**config.mk**
```make
export PLATFORM = sky130hd
export DESIGN_NAME = multi_key_integrating_debouncer
export DESIGN_NICKNAME = d
export VERILOG_FILES = /design/src/rtl/core/mkid_pkg.sv /design/src/rtl/core/mkid_front.sv /design/src/rtl/core/mkid_back.sv /design/src/rtl/core/multi_key_integrating_debouncer.sv
export SDC_FILE = /design/constraint.sdc
export NUM_CORES = 1
export LEC_CHECK = 0
export CAP_MARGIN = 0
export CELL_PAD_IN_SITES_DETAIL_PLACEMENT = 0
export CELL_PAD_IN_SITES_GLOBAL_PLACEMENT = 1
export CORE_AREA = 2 2 123 125
export DETAILED_ROUTE_END_ITERATION = 8
export DIE_AREA = 0 0 125 127
export DONT_BUFFER_PORTS = 1
export GPL_TIMING_DRIVEN = 1
export PLACE_DENSITY_LB_ADDON = 0.1
export SLEW_MARGIN = 20
export SYNTH_ARGS = -nofsm -noshare
export SYNTH_HDL_FRONTEND = slang
export SYNTH_SLANG_ARGS = --single-unit
```
**constraint.sdc**
```tcl
create_clock -name clk -period 7.3 [get_ports clk]
set_input_delay 1.095 -clock clk [delete_from_list [all_inputs] [get_ports clk]]
set_output_delay 1.095 -clock clk [all_outputs]
set_load 0.02 [all_outputs]
```
**src/rtl/core/mkid_pkg.sv**
```systemverilog
// Package for the multi-key integrating debouncer.
// Holds the configuration types, register indexes and reset constants.
// No dependencies.
package mkid_pkg;

  localparam int unsigned LEVEL_W = 5;
  localparam int unsigned INDEX_W = 3;
  localparam int unsigned CNT_W   = 8;
  localparam int unsigned CFG_IDX_W = 8;

  localparam logic [CNT_W-1:0] CNT_MAX       = 8'd255;
  localparam logic [CNT_W-1:0] FLOOR_RESET   = 8'd5;
  localparam logic [CNT_W-1:0] CEILING_RESET = 8'd200;
  localparam logic [CNT_W-1:0] PRESS_RESET   = 8'd180;
  localparam logic [CNT_W-1:0] RELEASE_RESET = 8'd25;

  localparam logic [CFG_IDX_W-1:0] REG_FLOOR   = 8'd0;
  localparam logic [CFG_IDX_W-1:0] REG_CEILING = 8'd1;
  localparam logic [CFG_IDX_W-1:0] REG_PRESS   = 8'd2;
  localparam logic [CFG_IDX_W-1:0] REG_RELEASE = 8'd3;

  typedef struct packed {
    logic [CNT_W-1:0] floor_v;
    logic [CNT_W-1:0] ceiling_v;
    logic [CNT_W-1:0] press_v;
    logic [CNT_W-1:0] release_v;
  } cfg_t;

  typedef struct packed {
    logic               valid;
    logic [LEVEL_W-1:0] levels;
  } tick_t;

endpackage

```
**src/rtl/core/mkid_front.sv**
```systemverilog
// Front end of the debouncer: accepts sampling ticks into a two-entry queue.
// Depends on mkid_pkg.
module mkid_front (
  input  logic                          clk,
  input  logic                          rst_n,
  input  logic                          in_push,
  output logic                          in_full,
  input  logic [mkid_pkg::LEVEL_W-1:0]  in_pin_levels,
  output mkid_pkg::tick_t               tick,
  input  logic                          tick_pop
);

  logic [mkid_pkg::LEVEL_W-1:0] mem_r [2];
  logic       wr_ptr_r, wr_ptr_nxt;
  logic       rd_ptr_r, rd_ptr_nxt;
  logic [1:0] count_r, count_nxt;
  logic       do_push;
  logic       do_pop;

  assign in_full = (count_r == 2'd2);
  assign do_push = in_push && !in_full;
  assign do_pop  = tick_pop && (count_r != 2'd0);

  assign tick.valid  = (count_r != 2'd0);
  assign tick.levels = mem_r[rd_ptr_r];

  always_comb begin
    wr_ptr_nxt = do_push ? ~wr_ptr_r : wr_ptr_r;
    rd_ptr_nxt = do_pop ? ~rd_ptr_r : rd_ptr_r;
    count_nxt  = count_r + 2'(do_push) - 2'(do_pop);
  end

  always_ff @(posedge clk) begin
    if (!rst_n) begin
      wr_ptr_r <= 1'b0;
      rd_ptr_r <= 1'b0;
      count_r  <= 2'd0;
    end else begin
      wr_ptr_r <= wr_ptr_nxt;
      rd_ptr_r <= rd_ptr_nxt;
      count_r  <= count_nxt;
    end
  end

  always_ff @(posedge clk) begin
    if (do_push) begin
      mem_r[wr_ptr_r] <= in_pin_levels;
    end
  end

`ifndef NO_ASSERTIONS
  a_count_bound: assert property (@(posedge clk) disable iff (!rst_n)
    count_r != 2'd3)
    else $error("tick queue count out of range");
  a_pop_nonempty: assert property (@(posedge clk) disable iff (!rst_n)
    tick_pop |-> tick.valid)
    else $error("tick popped from empty queue");
  a_push_full: assert property (@(posedge clk) disable iff (!rst_n)
    in_full && !tick_pop |=> count_r == 2'd2)
    else $error("full queue lost an entry");
`endif

endmodule

```
**src/rtl/core/mkid_back.sv**
```systemverilog
// Back end: updates one key counter per cycle while a tick is queued and the
// result register is free or popped, and fills it. Depends on mkid_pkg.
module mkid_back #(
  parameter int unsigned NUM_KEYS = 5
) (
  input  logic                          clk,
  input  logic                          rst_n,
  input  mkid_pkg::cfg_t                cfg,
  input  mkid_pkg::tick_t               tick,
  output logic                          tick_pop,
  output logic                          out_empty,
  input  logic                          out_pop,
  output logic [mkid_pkg::INDEX_W-1:0]  out_key_index,
  output logic                          out_key_pressed,
  output logic                          out_changed,
  output logic                          out_last_of_tick
);

  localparam int unsigned KW = (NUM_KEYS > 1) ? $clog2(NUM_KEYS) : 1;
  localparam int unsigned KX = (KW > mkid_pkg::INDEX_W) ? KW : mkid_pkg::INDEX_W;
  localparam logic [KW-1:0] LAST_KEY = KW'(NUM_KEYS - 1);

  logic [mkid_pkg::CNT_W-1:0] cnt_r [NUM_KEYS];
  logic [NUM_KEYS-1:0]        st_r;
  logic [KW-1:0]              k_r, k_nxt;
  logic [NUM_KEYS-1:0]        lv;
  logic                       go;
  logic                       is_last;
  logic                       level;
  logic [mkid_pkg::CNT_W-1:0] cnt_cur, cnt_step, cnt_nxt;
  logic                       st_cur, st_nxt, chg_nxt;
  logic [KX-1:0]              k_ext;

  logic                         out_valid_r;
  logic [mkid_pkg::INDEX_W-1:0] idx_r;
  logic                         pressed_r, changed_r, last_r;

  for (genvar i = 0; i < NUM_KEYS; i++) begin : g_lv
    if (i < mkid_pkg::LEVEL_W) begin : g_in
      assign lv[i] = tick.levels[i];
    end else begin : g_zero
      assign lv[i] = 1'b0;
    end
  end

  assign go       = tick.valid && (!out_valid_r || out_pop);
  assign is_last  = (k_r == LAST_KEY);
  assign tick_pop = go && is_last;
  assign k_ext    = KX'(k_r);

  always_comb begin
    level   = lv[k_r];
    cnt_cur = cnt_r[k_r];
    st_cur  = st_r[k_r];
    if (level) begin
      cnt_step = (cnt_cur == '0) ? cnt_cur : cnt_cur - 8'd1;
    end else begin
      cnt_step = (cnt_cur == mkid_pkg::CNT_MAX) ? cnt_cur : cnt_cur + 8'd1;
    end
    if (cnt_step > cfg.ceiling_v) begin
      cnt_nxt = cfg.ceiling_v;
    end else if (cnt_step < cfg.floor_v) begin
      cnt_nxt = cfg.floor_v;
    end else begin
      cnt_nxt = cnt_step;
    end
    st_nxt  = st_cur;
    chg_nxt = 1'b0;
    if (!st_cur && cnt_nxt == cfg.press_v) begin
      st_nxt  = 1'b1;
      chg_nxt = 1'b1;
    end else if (st_cur && cnt_nxt == cfg.release_v) begin
      st_nxt  = 1'b0;
      chg_nxt = 1'b1;
    end
    k_nxt = k_r;
    if (go) begin
      k_nxt = is_last ? '0 : k_r + KW'(1);
    end
  end

  always_ff @(posedge clk) begin
    if (!rst_n) begin
      k_r         <= '0;
      st_r        <= '0;
      out_valid_r <= 1'b0;
      for (int i = 0; i < NUM_KEYS; i++) begin
        cnt_r[i] <= mkid_pkg::FLOOR_RESET;
      end
    end else begin
      k_r <= k_nxt;
      if (go) begin
        cnt_r[k_r]  <= cnt_nxt;
        st_r[k_r]   <= st_nxt;
        out_valid_r <= 1'b1;
      end else if (out_pop) begin
        out_valid_r <= 1'b0;
      end
    end
  end

  always_ff @(posedge clk) begin
    if (go) begin
      idx_r     <= k_ext[mkid_pkg::INDEX_W-1:0];
      pressed_r <= st_nxt;
      changed_r <= chg_nxt;
      last_r    <= is_last;
    end
  end

  assign out_empty        = !out_valid_r;
  assign out_key_index    = idx_r;
  assign out_key_pressed  = pressed_r;
  assign out_changed      = changed_r;
  assign out_last_of_tick = last_r;

`ifndef NO_ASSERTIONS
  a_key_range: assert property (@(posedge clk) disable iff (!rst_n)
    k_r <= LAST_KEY)
    else $error("key sequencer out of range");
  a_key_advance: assert property (@(posedge clk) disable iff (!rst_n)
    go && !is_last |=> k_r == $past(k_r) + KW'(1))
    else $error("key sequencer skipped a key");
  a_result_loaded: assert property (@(posedge clk) disable iff (!rst_n)
    go |=> out_valid_r && last_r == $past(is_last))
    else $error("result register not loaded");
  a_change_flip: assert property (@(posedge clk) disable iff (!rst_n)
    go && chg_nxt |-> st_nxt != st_cur)
    else $error("change flag without state change");
`endif

endmodule

```
**src/rtl/core/multi_key_integrating_debouncer.sv**
```systemverilog
// Top level of the multi-key integrating debouncer: configuration registers,
// tick queue front end and key update back end. Depends on mkid_pkg,
// mkid_front and mkid_back.
//
//   Channel  Handshake            Payload
//   in       in_push / in_full    in_pin_levels
//   out      out_empty / out_pop  out_key_index, out_key_pressed, out_changed,
//                                 out_last_of_tick
//   cfg      cfg_valid/cfg_ready  cfg_index, cfg_data
//
// One result per cycle while the output is not stalled, from the single shared
// key update unit in the back end. A tick waits in a two-entry queue.
// Reset is synchronous: counters go to 5, all keys released, registers to
// their defaults. A stalled result holds in the output register while the
// queue takes ticks until it is full. Configuration writes are always ready.
module multi_key_integrating_debouncer #(
  parameter int unsigned NUM_KEYS = 5
) (
  input  logic                            clk,
  input  logic                            rst_n,
  input  logic                            in_push,
  output logic                            in_full,
  input  logic [mkid_pkg::LEVEL_W-1:0]    in_pin_levels,
  output logic                            out_empty,
  input  logic                            out_pop,
  output logic [mkid_pkg::INDEX_W-1:0]    out_key_index,
  output logic                            out_key_pressed,
  output logic                            out_changed,
  output logic                            out_last_of_tick,
  input  logic                            cfg_valid,
  output logic                            cfg_ready,
  input  logic [mkid_pkg::CFG_IDX_W-1:0]  cfg_index,
  input  logic [mkid_pkg::CNT_W-1:0]      cfg_data
);

  mkid_pkg::cfg_t  cfg_r, cfg_nxt;
  mkid_pkg::tick_t tick;
  logic            tick_pop;

  assign cfg_ready = 1'b1;

  always_comb begin
    cfg_nxt = cfg_r;
    if (cfg_valid && cfg_ready) begin
      case (cfg_index)
        mkid_pkg::REG_FLOOR:   cfg_nxt.floor_v   = cfg_data;
        mkid_pkg::REG_CEILING: cfg_nxt.ceiling_v = cfg_data;
        mkid_pkg::REG_PRESS:   cfg_nxt.press_v   = cfg_data;
        mkid_pkg::REG_RELEASE: cfg_nxt.release_v = cfg_data;
        default:               cfg_nxt = cfg_r;
      endcase
    end
  end

  always_ff @(posedge clk) begin
    if (!rst_n) begin
      cfg_r.floor_v   <= mkid_pkg::FLOOR_RESET;
      cfg_r.ceiling_v <= mkid_pkg::CEILING_RESET;
      cfg_r.press_v   <= mkid_pkg::PRESS_RESET;
      cfg_r.release_v <= mkid_pkg::RELEASE_RESET;
    end else begin
      cfg_r <= cfg_nxt;
    end
  end

  mkid_front u_front (
    .clk           (clk),
    .rst_n         (rst_n),
    .in_push       (in_push),
    .in_full       (in_full),
    .in_pin_levels (in_pin_levels),
    .tick          (tick),
    .tick_pop      (tick_pop)
  );

  mkid_back #(
    .NUM_KEYS (NUM_KEYS)
  ) u_back (
    .clk              (clk),
    .rst_n            (rst_n),
    .cfg              (cfg_r),
    .tick             (tick),
    .tick_pop         (tick_pop),
    .out_empty        (out_empty),
    .out_pop          (out_pop),
    .out_key_index    (out_key_index),
    .out_key_pressed  (out_key_pressed),
    .out_changed      (out_changed),
    .out_last_of_tick (out_last_of_tick)
  );

endmodule

```
### After elaboration in Yosys (flattened, before gate mapping)

Memories as Yosys holds them, arrays and structs flattened. A register that Yosys moved wholly into a read port is not among the register bits.
Cells that the tools add are included.
W data, S select, Z words.

| storage, ports and cells | value |
|---|---|
| register bits | 51 |
| latch bits | 0 |
| bits in writable memories | 50 |
| memory bits (read-only) | 0 |
| input bits | 26 |
| logic and storage cells | 86 |
| memories kept | 2 |

Memory list:

| memory | words | width | rd ports | clocked after memory_dff | wr ports | RTL line | RTL |
|---|---|---|---|---|---|---|---|
| u_back.cnt_r | 5 | 8 | 1 | 1 | 5 | mkid_back.sv:23 | `logic [mkid_pkg::CNT_W-1:0] cnt_r [NUM_KEYS];` |
| u_front.mem_r | 2 | 5 | 1 | 1 | 1 | mkid_front.sv:13 | `logic [mkid_pkg::LEVEL_W-1:0] mem_r [2];` |

| cells by class | value |
|---|---|
| add/subtract/negate cells | 5 |
| multipliers | 0 |
| divide/modulo/power cells | 0 |
| magnitude comparators | 4 |
| equality and inequality tests | 8 |
| shift-type cells | 0 |
| multiplexer cells | 31 |
| bitwise operators | 2 |
| reductions and logical operators | 20 |

Operators by type and width:

| operator | count |
|---|---|
| $mux W8 | 6 |
| $mux W1 | 17 |
| $eq A8 B2 Y1 const B | 2 |
| $eq A8 B8 Y1 | 2 |
| $logic_not A8 Y1 | 2 |
| $mux W3 | 4 |
| $add A8 B1 Y8 const B | 1 |
| $eq A8 B1 Y1 const B | 1 |
| $eq A8 B8 Y1 const B | 1 |
| $gt A8 B8 Y1 | 1 |
| $lt A8 B8 Y1 | 1 |
| $reduce_and A2 Y1 | 4 |
| $reduce_or A8 Y1 | 1 |
| $sub A8 B1 Y8 const B | 1 |
| $logic_and A1 B1 Y1 | 7 |
| $bmux W1 S3 | 2 |
| $bwmux W5 | 1 |
| $lt A3 B4 Y1 const B | 1 |
| $reduce_bool A2 Y1 | 2 |
| $add A3 B1 Y3 const B | 1 |
| $demux W1 S3 | 1 |
| $eq A3 B3 Y1 const B | 1 |
| $ge A3 B1 Y1 const B | 1 |
| $logic_not A1 Y1 | 3 |
| other kinds (5) | 6 |

### Depth between registers and ports, before layout

Gate-level depths: netlist (run 1).

| depth | value |
|---|---|
| depth in word-level cells | 11 |
| mapped depth | 27 |
| mapped depth without buffers | 21 |

### By module

From an unflattened synthesis (run 1), not the netlist that was laid out.

| unflattened totals | value |
|---|---|
| cells, all modules | 664 |
| area total of the unflattened synthesis | 7,119.3 um^2 |

By module, submodules not included:

| module | times used | cells an instance | area an instance (um^2) |
|---|---|---|---|
| mkid_back | 1 | 496 | 5,208.7 |
| multi_key_integrating_debouncer | 1 | 127 | 1,318.8 |
| mkid_front | 1 | 41 | 591.8 |

### Worst setup path after synthesis (run 1)

OpenSTA, ideal clock, no wires.

| timing | value |
|---|---|
| kind | register -> register |
| start | register with a tool-made name |
| end | register u_back.pressed_r, in the netlist u_back.out_key_pressed (data pin) |
| setup time | 262 ps |
| data arrival time | 5,402 ps |
| required time | 7,038 ps |
| slack | 1,636 ps |
| cell stages (with the launch flop) | 27 |
| path buffers | 5 |
| clock period less this slack | 5,664 ps |
| path through | dfxtp_1 buf_2 buf_2 buf_2 mux2i_1 a22oi_1 nand3_1 inv_1 ha_1 nand3_1 nor3_1 or4_1 o311a_1 and2_1 ha_1 a21oi_1 nor2_1 a2111oi_0 o21ai_0 a21boi_2 buf_6 o221ai_4 nor2_1 a2111oi_0 and4bb_1 buf_6 o22ai_1 |

RTL lines:

| item | RTL line | RTL |
|---|---|---|
| to (signal assigned) | mkid_back.sv:105 | `pressed_r <= st_nxt;` |
| to (decl) | mkid_back.sv:36 | `logic pressed_r, changed_r, last_r;` |

==> results of run 1 <==
-- registers in the layout, summed over array words and instances, names as in the netlist, named ones only --
name                     flops
cfg_r                       32
u_back.cnt_r                64
u_back.k_ext                 3
u_back.out_changed           1
u_back.out_key_index         3
u_back.out_key_pressed       1
u_back.out_last_of_tick      1
u_back.out_valid_r           1
u_back.st_r                  5
u_front.count_r              2
u_front.mem_r               10
u_front.rd_ptr_r             1
u_front.wr_ptr_r             1
-- path summary, 6_finish.rpt --
path | end | slack (ns) | cells past startpoint
setup reg to reg | u_back.out_key_pressed | 0.86 | 17
hold / removal | cfg_r[8] | 0.47 | 2
setup / recovery | u_back.out_key_pressed | 0.86 | 17
hold reg to reg | cfg_r[8] | 0.47 | 2
-- power by group through the flow --
stage | registers [mW] | clock network, mW | logic [mW]
detailed placement | 0.903 | 0 | 0.854
floorplan | 0.881 | 0 | 0.676
CTS | 0.888 | 0.810 | 0.859
global placement | 0.901 | 0 | 0.843
global route | 0.893 | 0.841 | 0.953
finish | 0.888 | 0.802 | 0.869
-- through the flow --
stage	instance area, um^2	hold WS [ns]	setup slack [ns]	cells
after floorplan	7278	0.4410	1.636	706
after global placement	7403	0.4518	0.6246	869
after detailed placement	7403	0.4605	0.5064	869
after CTS	7964	0.4663	0.4478	901
after global routing	7973	0.4938	0.09244	901
final	7973	0.4658	0.8594	901
-- critical path, stage by stage, from the launching register on --
cell       delay [ns]
dfxtp_2          0.67
mux4_1           0.66
mux2_2           0.37
a41oi_1          0.51
nand2_1          0.16
xnor2_1          0.16
a21oi_1          0.57
ha_1             0.37
a21oi_1          0.14
nor2_1           0.06
a2111oi_1        0.51
o21ai_0          0.36
a21boi_2         0.35
a31oi_1          0.29
and2_1           0.33
xnor2_1          0.09
and4bb_1         0.43
o22ai_1          0.14
-- kinds of logic after synthesis --
group	Yosys count	synth area share
adders and majority gates	22	0.03782
buffers and inverters	83	0.05226
DFF	129	0.4648
xor gates and xnor gates	23	0.02768
muxes	56	0.1047
and+or+nand+nor	266	0.1740
AOI/OAI and AO/OA	126	0.1382
other	1	0.0005152
-- cell usage after synthesis, drive strengths merged, types with 15 or more instances --
master   n  area (um^2)
nor3    15        90.09
nand3   34        170.2
dfxtp   49        980.9
nor2    67        251.5
a21boi  16        123.9
o21ai   17        88.84
inv     50        187.7
edfxtp  80         2402
nand2   88        330.3
ha      22        275.3
mux2i   30        300.3
buf     16        127.6
clkbuf  16        60.06
-- cells in the final DEF, fill, tap and decap left out, drive strengths merged, types with 15 or more instances in the layout --
master and n:
a21boi 16, clkbuf 17, dfxtp 49, edfxtp 80, ha 22, inv 55
mux2i 30, nand2 88, nand3 34, nor2 67, nor3 15, o21ai 17
-- layout make-up --
cell class                      instances  area share
Clock buffer                           17     0.05336
Inverter                               51     0.02417
Clock inverter                         15     0.01695
Timing Repair Buffer                   11     0.01036
Multi-Input combinational cell        494      0.4415
Tap cell                              184     0.02888
Sequential cell                       129      0.4248
-- metal layers --
layer,track usage,vias to the layer above,routed length [um]
met5,0,-,0
met4,0.1085,0,547
met3,0.05318,44,1124
met2,0.3827,219,8740
met1,0.3387,2658,8688
li1,-,2583,-
==> results.toml, run 1 <==
[floorplan]
core_area_um2 = 14420
initial_core_util = 0.5046
dieArea_um2 = 15880
num_io_pins = 35
fp-row-count = 44
dieWidth_um = 125
fp.dieH_um = 127

[power_and_ir_drop]
power_density_nw_per_um2 = 321.0
clock_power_share = 0.314
irDropWorstVdd_mv = 0.1643
p_seq_frac = 0.347
p_int_mw = 1.624
p_sw_mw = 0.9354
power_frac_comb = 0.339
switching_share = 0.3655
p_leak_nw = 2.742
total_power_mw = 2.559

[timing]
slew_headroom = 0.2541
finalSetupViolations = 0
layout_min_cycle_time_ns = 6.441
fin_crit_sh = 0.8823
maxSlewViolCount = 0
worstMarginPinSlew_ns = 1.115
clock_skew_ns = 0.009834
fmax_ghz = 0.1553
final-hold-violation-count = 0
final.setup.tns_ns = 0
rsz0062_at_grt = "no"

[clock_tree]
cts_root_buf = "clkbuf_16"
cts_buffer_depth = 2
clk_latency_ns = 0.42
cts.sinks = 129
cts_resized = 0
cts_setup_buffers = 0
cts_hold_buf = 0
cts_made_buffers = 17
cts_max_level = 4
tritoncts = "yes"
clkTransAtPathRegs_ns = 0.06

[drt]
drc = 0
routedWlPerCell_um = 21.20
drt.antenna.violating_nets = 0
first_iter_violations = 500
first_pass_iters = 5
via_per_inst = 6.109
wl_mm = 19.10
vias = 5504

[cells_and_area]
diodes = 0
fillers = 1272
post-route-util = 0.5527
multi_input_area_um2 = 3520
fin_nets = 752
drive_gt1_frac = 0.1241
ff_latch_area_um2 = 3387
area_delta_synth_final_pct = 9.541

[setup_path]
required_ns = 7.45
crit_type = "flop to flop"
setup.worst_path.end_class = "flop"
cp_max_fo = 21
cp.arrival_ns = 6.59
critPathLaunchType = "flop"

[job]
cap_violations = 0

[status]
status = "finished clean"

[synthesis]
synth.distinct_cells = 86
yosysWarnings = 0
synth_area_um2 = 7278
syn_nets = 754
syn_inst = 706
async_flop_share = 0
synth_edf_count = 80
synth_flop_cell = "edfxtp_1"
synth_seq_cells = 129
postSynthAreaPerCell_um2 = 10.31
ys_seq_area_frac = 0.4648

[global_route]
grt_pass1_wl_mm = 29.95
grt_usage = 0.2473
grt_pass1_vias = 5460
grt_max_degree = 52
globalRouteOverflowTotal = 0
antenna_found_initial = 0

[placed_design]
hpwl_mm = 14.11
placement.io_buffers = 0
place.gp.congestion = 0.9332

[worst_hold_path]
hp-class = "flop to flop"
hold_start = "cfg_r[8]"
No activity file was read; power rests on OpenSTA's default activity.
==> inputs of run 2 (changes only) <==
- CORE_AREA: 2 2 123 125 -> 2 2 88 174
- DIE_AREA: 0 0 125 127 -> 0 0 90 176
==> run 2 against run 1 <==
Net effect: sequential share of layout area down 0.32 points; flip-flop and latch count unchanged; core utilization up 0.36 points; maximum frequency down 4.2%; sequential power about the same; clock skew down 0.00050 ns; register-to-register slack worse by 0.28 ns; global-route usage up 2.7 points; critical path type unchanged; highest routed layer unchanged.
==> results.toml, run 2 (same netlist as run 1, synthesis figures left out) <==
[power_and_ir_drop]
clock_power_share = 0.314
p_sw_mw = 0.9745
p_int_mw = 1.643
power_density_nw_per_um2 = 326.1
power_frac_comb = 0.346
p_leak_nw = 2.758
p_seq_frac = 0.340
switching_share = 0.3723
irDropWorstVdd_mv = 0.1946

[cells_and_area]
layout_commonest_cell = "nand2_1"
drive_gt1_frac = 0.1288
design_area_um2 = 8028
largest_register_ff_count = 64
reg_top3 = "u_back.cnt_r x64, cfg_r x32, u_front.mem_r x10"
fin_nets = 757
area_delta_synth_final_pct = 10.30
diodes = 0
layout_common_cells = "nand2_1, edfxtp_1, nor2_1"
top_register = "u_back.cnt_r"
fillers = 1311

[drt]
vias = 5578
via_per_inst = 6.103
wl_mm = 21.10
drc = 0
first_pass_iters = 5
first_iter_violations = 342
drt.antenna.violating_nets = 0
routedWlPerCell_um = 23.08

[floorplan]
core_area_um2 = 14430
dieArea_um2 = 15840
dieWidth_um = 90
num_io_pins = 35
fp-row-count = 62
initial_core_util = 0.5044
fp.dieH_um = 176

[setup_path]
required_ns = 7.46
cp_top_family = "compound AO/OA/AOI/OAI gates"
cp.arrival_ns = 6.88
crit_type = "flop to flop"
critical_path.slowest_cell = "dfxtp_1"
critPathLaunchType = "flop"
slowest_delay_ns = 0.84
setup.worst_path.end_class = "flop"
crit_chain = "buf_4 -> mux2i_1 -> nand3_1 -> nand3_1 -> ha_1 -> inv_1 -> a2111oi_4 -> a31oi_1 -> o32a_1 -> ha_1 -> nor2b_1 -> o21a_1 -> o21a_1 -> o21ai_0 -> a221o_1 -> mux2i_1 -> and2_1 -> xnor2_1 -> a2111oi_0 -> and4bb_1 -> o22ai_1"
cp_num_buf_inv = 2
cp_max_fo = 17

[timing]
fin_crit_sh = 0.9210
worstMarginPinSlew_ns = 1.026
clock_skew_ns = 0.009332
layout_min_cycle_time_ns = 6.723
final-hold-violation-count = 0
slew_headroom = 0.3134
final.setup.tns_ns = 0
setup_ws_ns = 0.5766
fmax_ghz = 0.1487
maxSlewViolCount = 0
finalSetupViolations = 0
rsz0062_at_grt = "no"

[clock_tree]
cts_hold_buf = 0
cts_buffer_depth = 2
clkTransAtPathRegs_ns = 0.06
tritoncts = "yes"
cts.sinks = 129
cts_max_level = 4
clk_latency_ns = 0.43
cts_made_buffers = 17
cts_root_buf = "clkbuf_16"

[global_route]
grt_pass1_vias = 5643
grt_max_degree = 52
grt_pass1_wl_mm = 32.66
grt_usage = 0.2742
globalRouteOverflowTotal = 0
antenna_found_initial = 0

[placed_design]
hpwl_mm = 16.28
place_area_um2 = 7456
post-place-ws_ns = 0.5892
place.gp.congestion = 0.9775
placement.io_buffers = 0

[status]
status = "finished clean"

[job]
cap_violations = 0

[worst_hold_path]
hp-class = "flop to flop"
## run 2: cell count changes in the layout (fill, tap and decap cells not counted), moves of 2 or more
| cell | previous run | this run |
|---|---|---|
| buf_4 | 11 | 16 |
| clkinv_2 | 5 | 2 |
| clkinvlp_4 | 2 | 4 |
| dfxtp_1 | 46 | 48 |
| dfxtp_2 | 3 | 1 |
| inv_8 | 2 | 0 |
## run 2: worst register-to-register path: cells and delay by family (launching register included)
kind,cells,cell delay (ns)
mux,2,0.73
flops,1,0.84
buf+inv,2,0.39
simple gates,5,1.33
compound gates,9,2.49
xor+xnor,1,0.09
fa+ha+maj,2,0.59
## run 2: final timing paths
kind,to,slack (ns),from,cells past startpoint
min reg2reg,cfg_r[8],0.47,cfg_r[8],2
max reg2reg,u_back.out_key_pressed,0.58,flop,21
min,cfg_r[8],0.47,cfg_r[8],2
max,u_back.out_key_pressed,0.58,flop,21
## run 2: through the flow
step | total power [mW] | hold slack [ns] | std cells | util
global placement | 1.781 | 0.4544 | 882 | 0.5164
floorplan | 1.557 | 0.4410 | 706 | -
finish | 2.618 | 0.4686 | 914 | 0.5564
global route | 2.732 | 0.5194 | 914 | 0.5564
detailed placement | 1.795 | 0.4618 | 882 | 0.5167
CTS | 2.610 | 0.4703 | 914 | 0.5562
## run 2: metal layers
| metal | part of all wire | vias to the layer above | GRT usage | wire length [um] |
|---|---|---|---|---|
| met1 | 0.34 | 2703 | 0.2667 | 7222 |
| met2 | 0.56 | 214 | 0.5251 | 11770 |
| met4 | 0.061 | 0 | 0.1769 | 1295 |
| met5 | 0 | - | 0 | 0 |
| li1 | - | 2591 | - | - |
| met3 | 0.038 | 70 | 0.04524 | 812 |
## run 2: layout make-up
type / count / area (um^2) / area share
Tap cell: 192 / 240.2 / 0.02993
Sequential cell: 129 / 3385 / 0.4216
Clock buffer: 19 / 442.9 / 0.05517
Clock inverter: 13 / 126.4 / 0.01574
Inverter: 51 / 192.7 / 0.02400
Timing Repair Buffer: 16 / 120.1 / 0.01496
Multi-Input combinational cell: 494 / 3521 / 0.4386
## run 2: power groups by stage
stage | clock (mW) | sequential (mW) | combinational, mW
final | 0.822 | 0.890 | 0.906
after global routing | 0.855 | 0.895 | 0.982
after CTS | 0.825 | 0.891 | 0.894
after detailed placement | 0 | 0.906 | 0.889
after global placement | 0 | 0.903 | 0.878
after floorplan | 0 | 0.881 | 0.676
## run 2: repair_timing
item	4_1_cts	5_1_grt
setup buffers	0	0
setup endpoints to repair	0	7
resized for setup	0	1
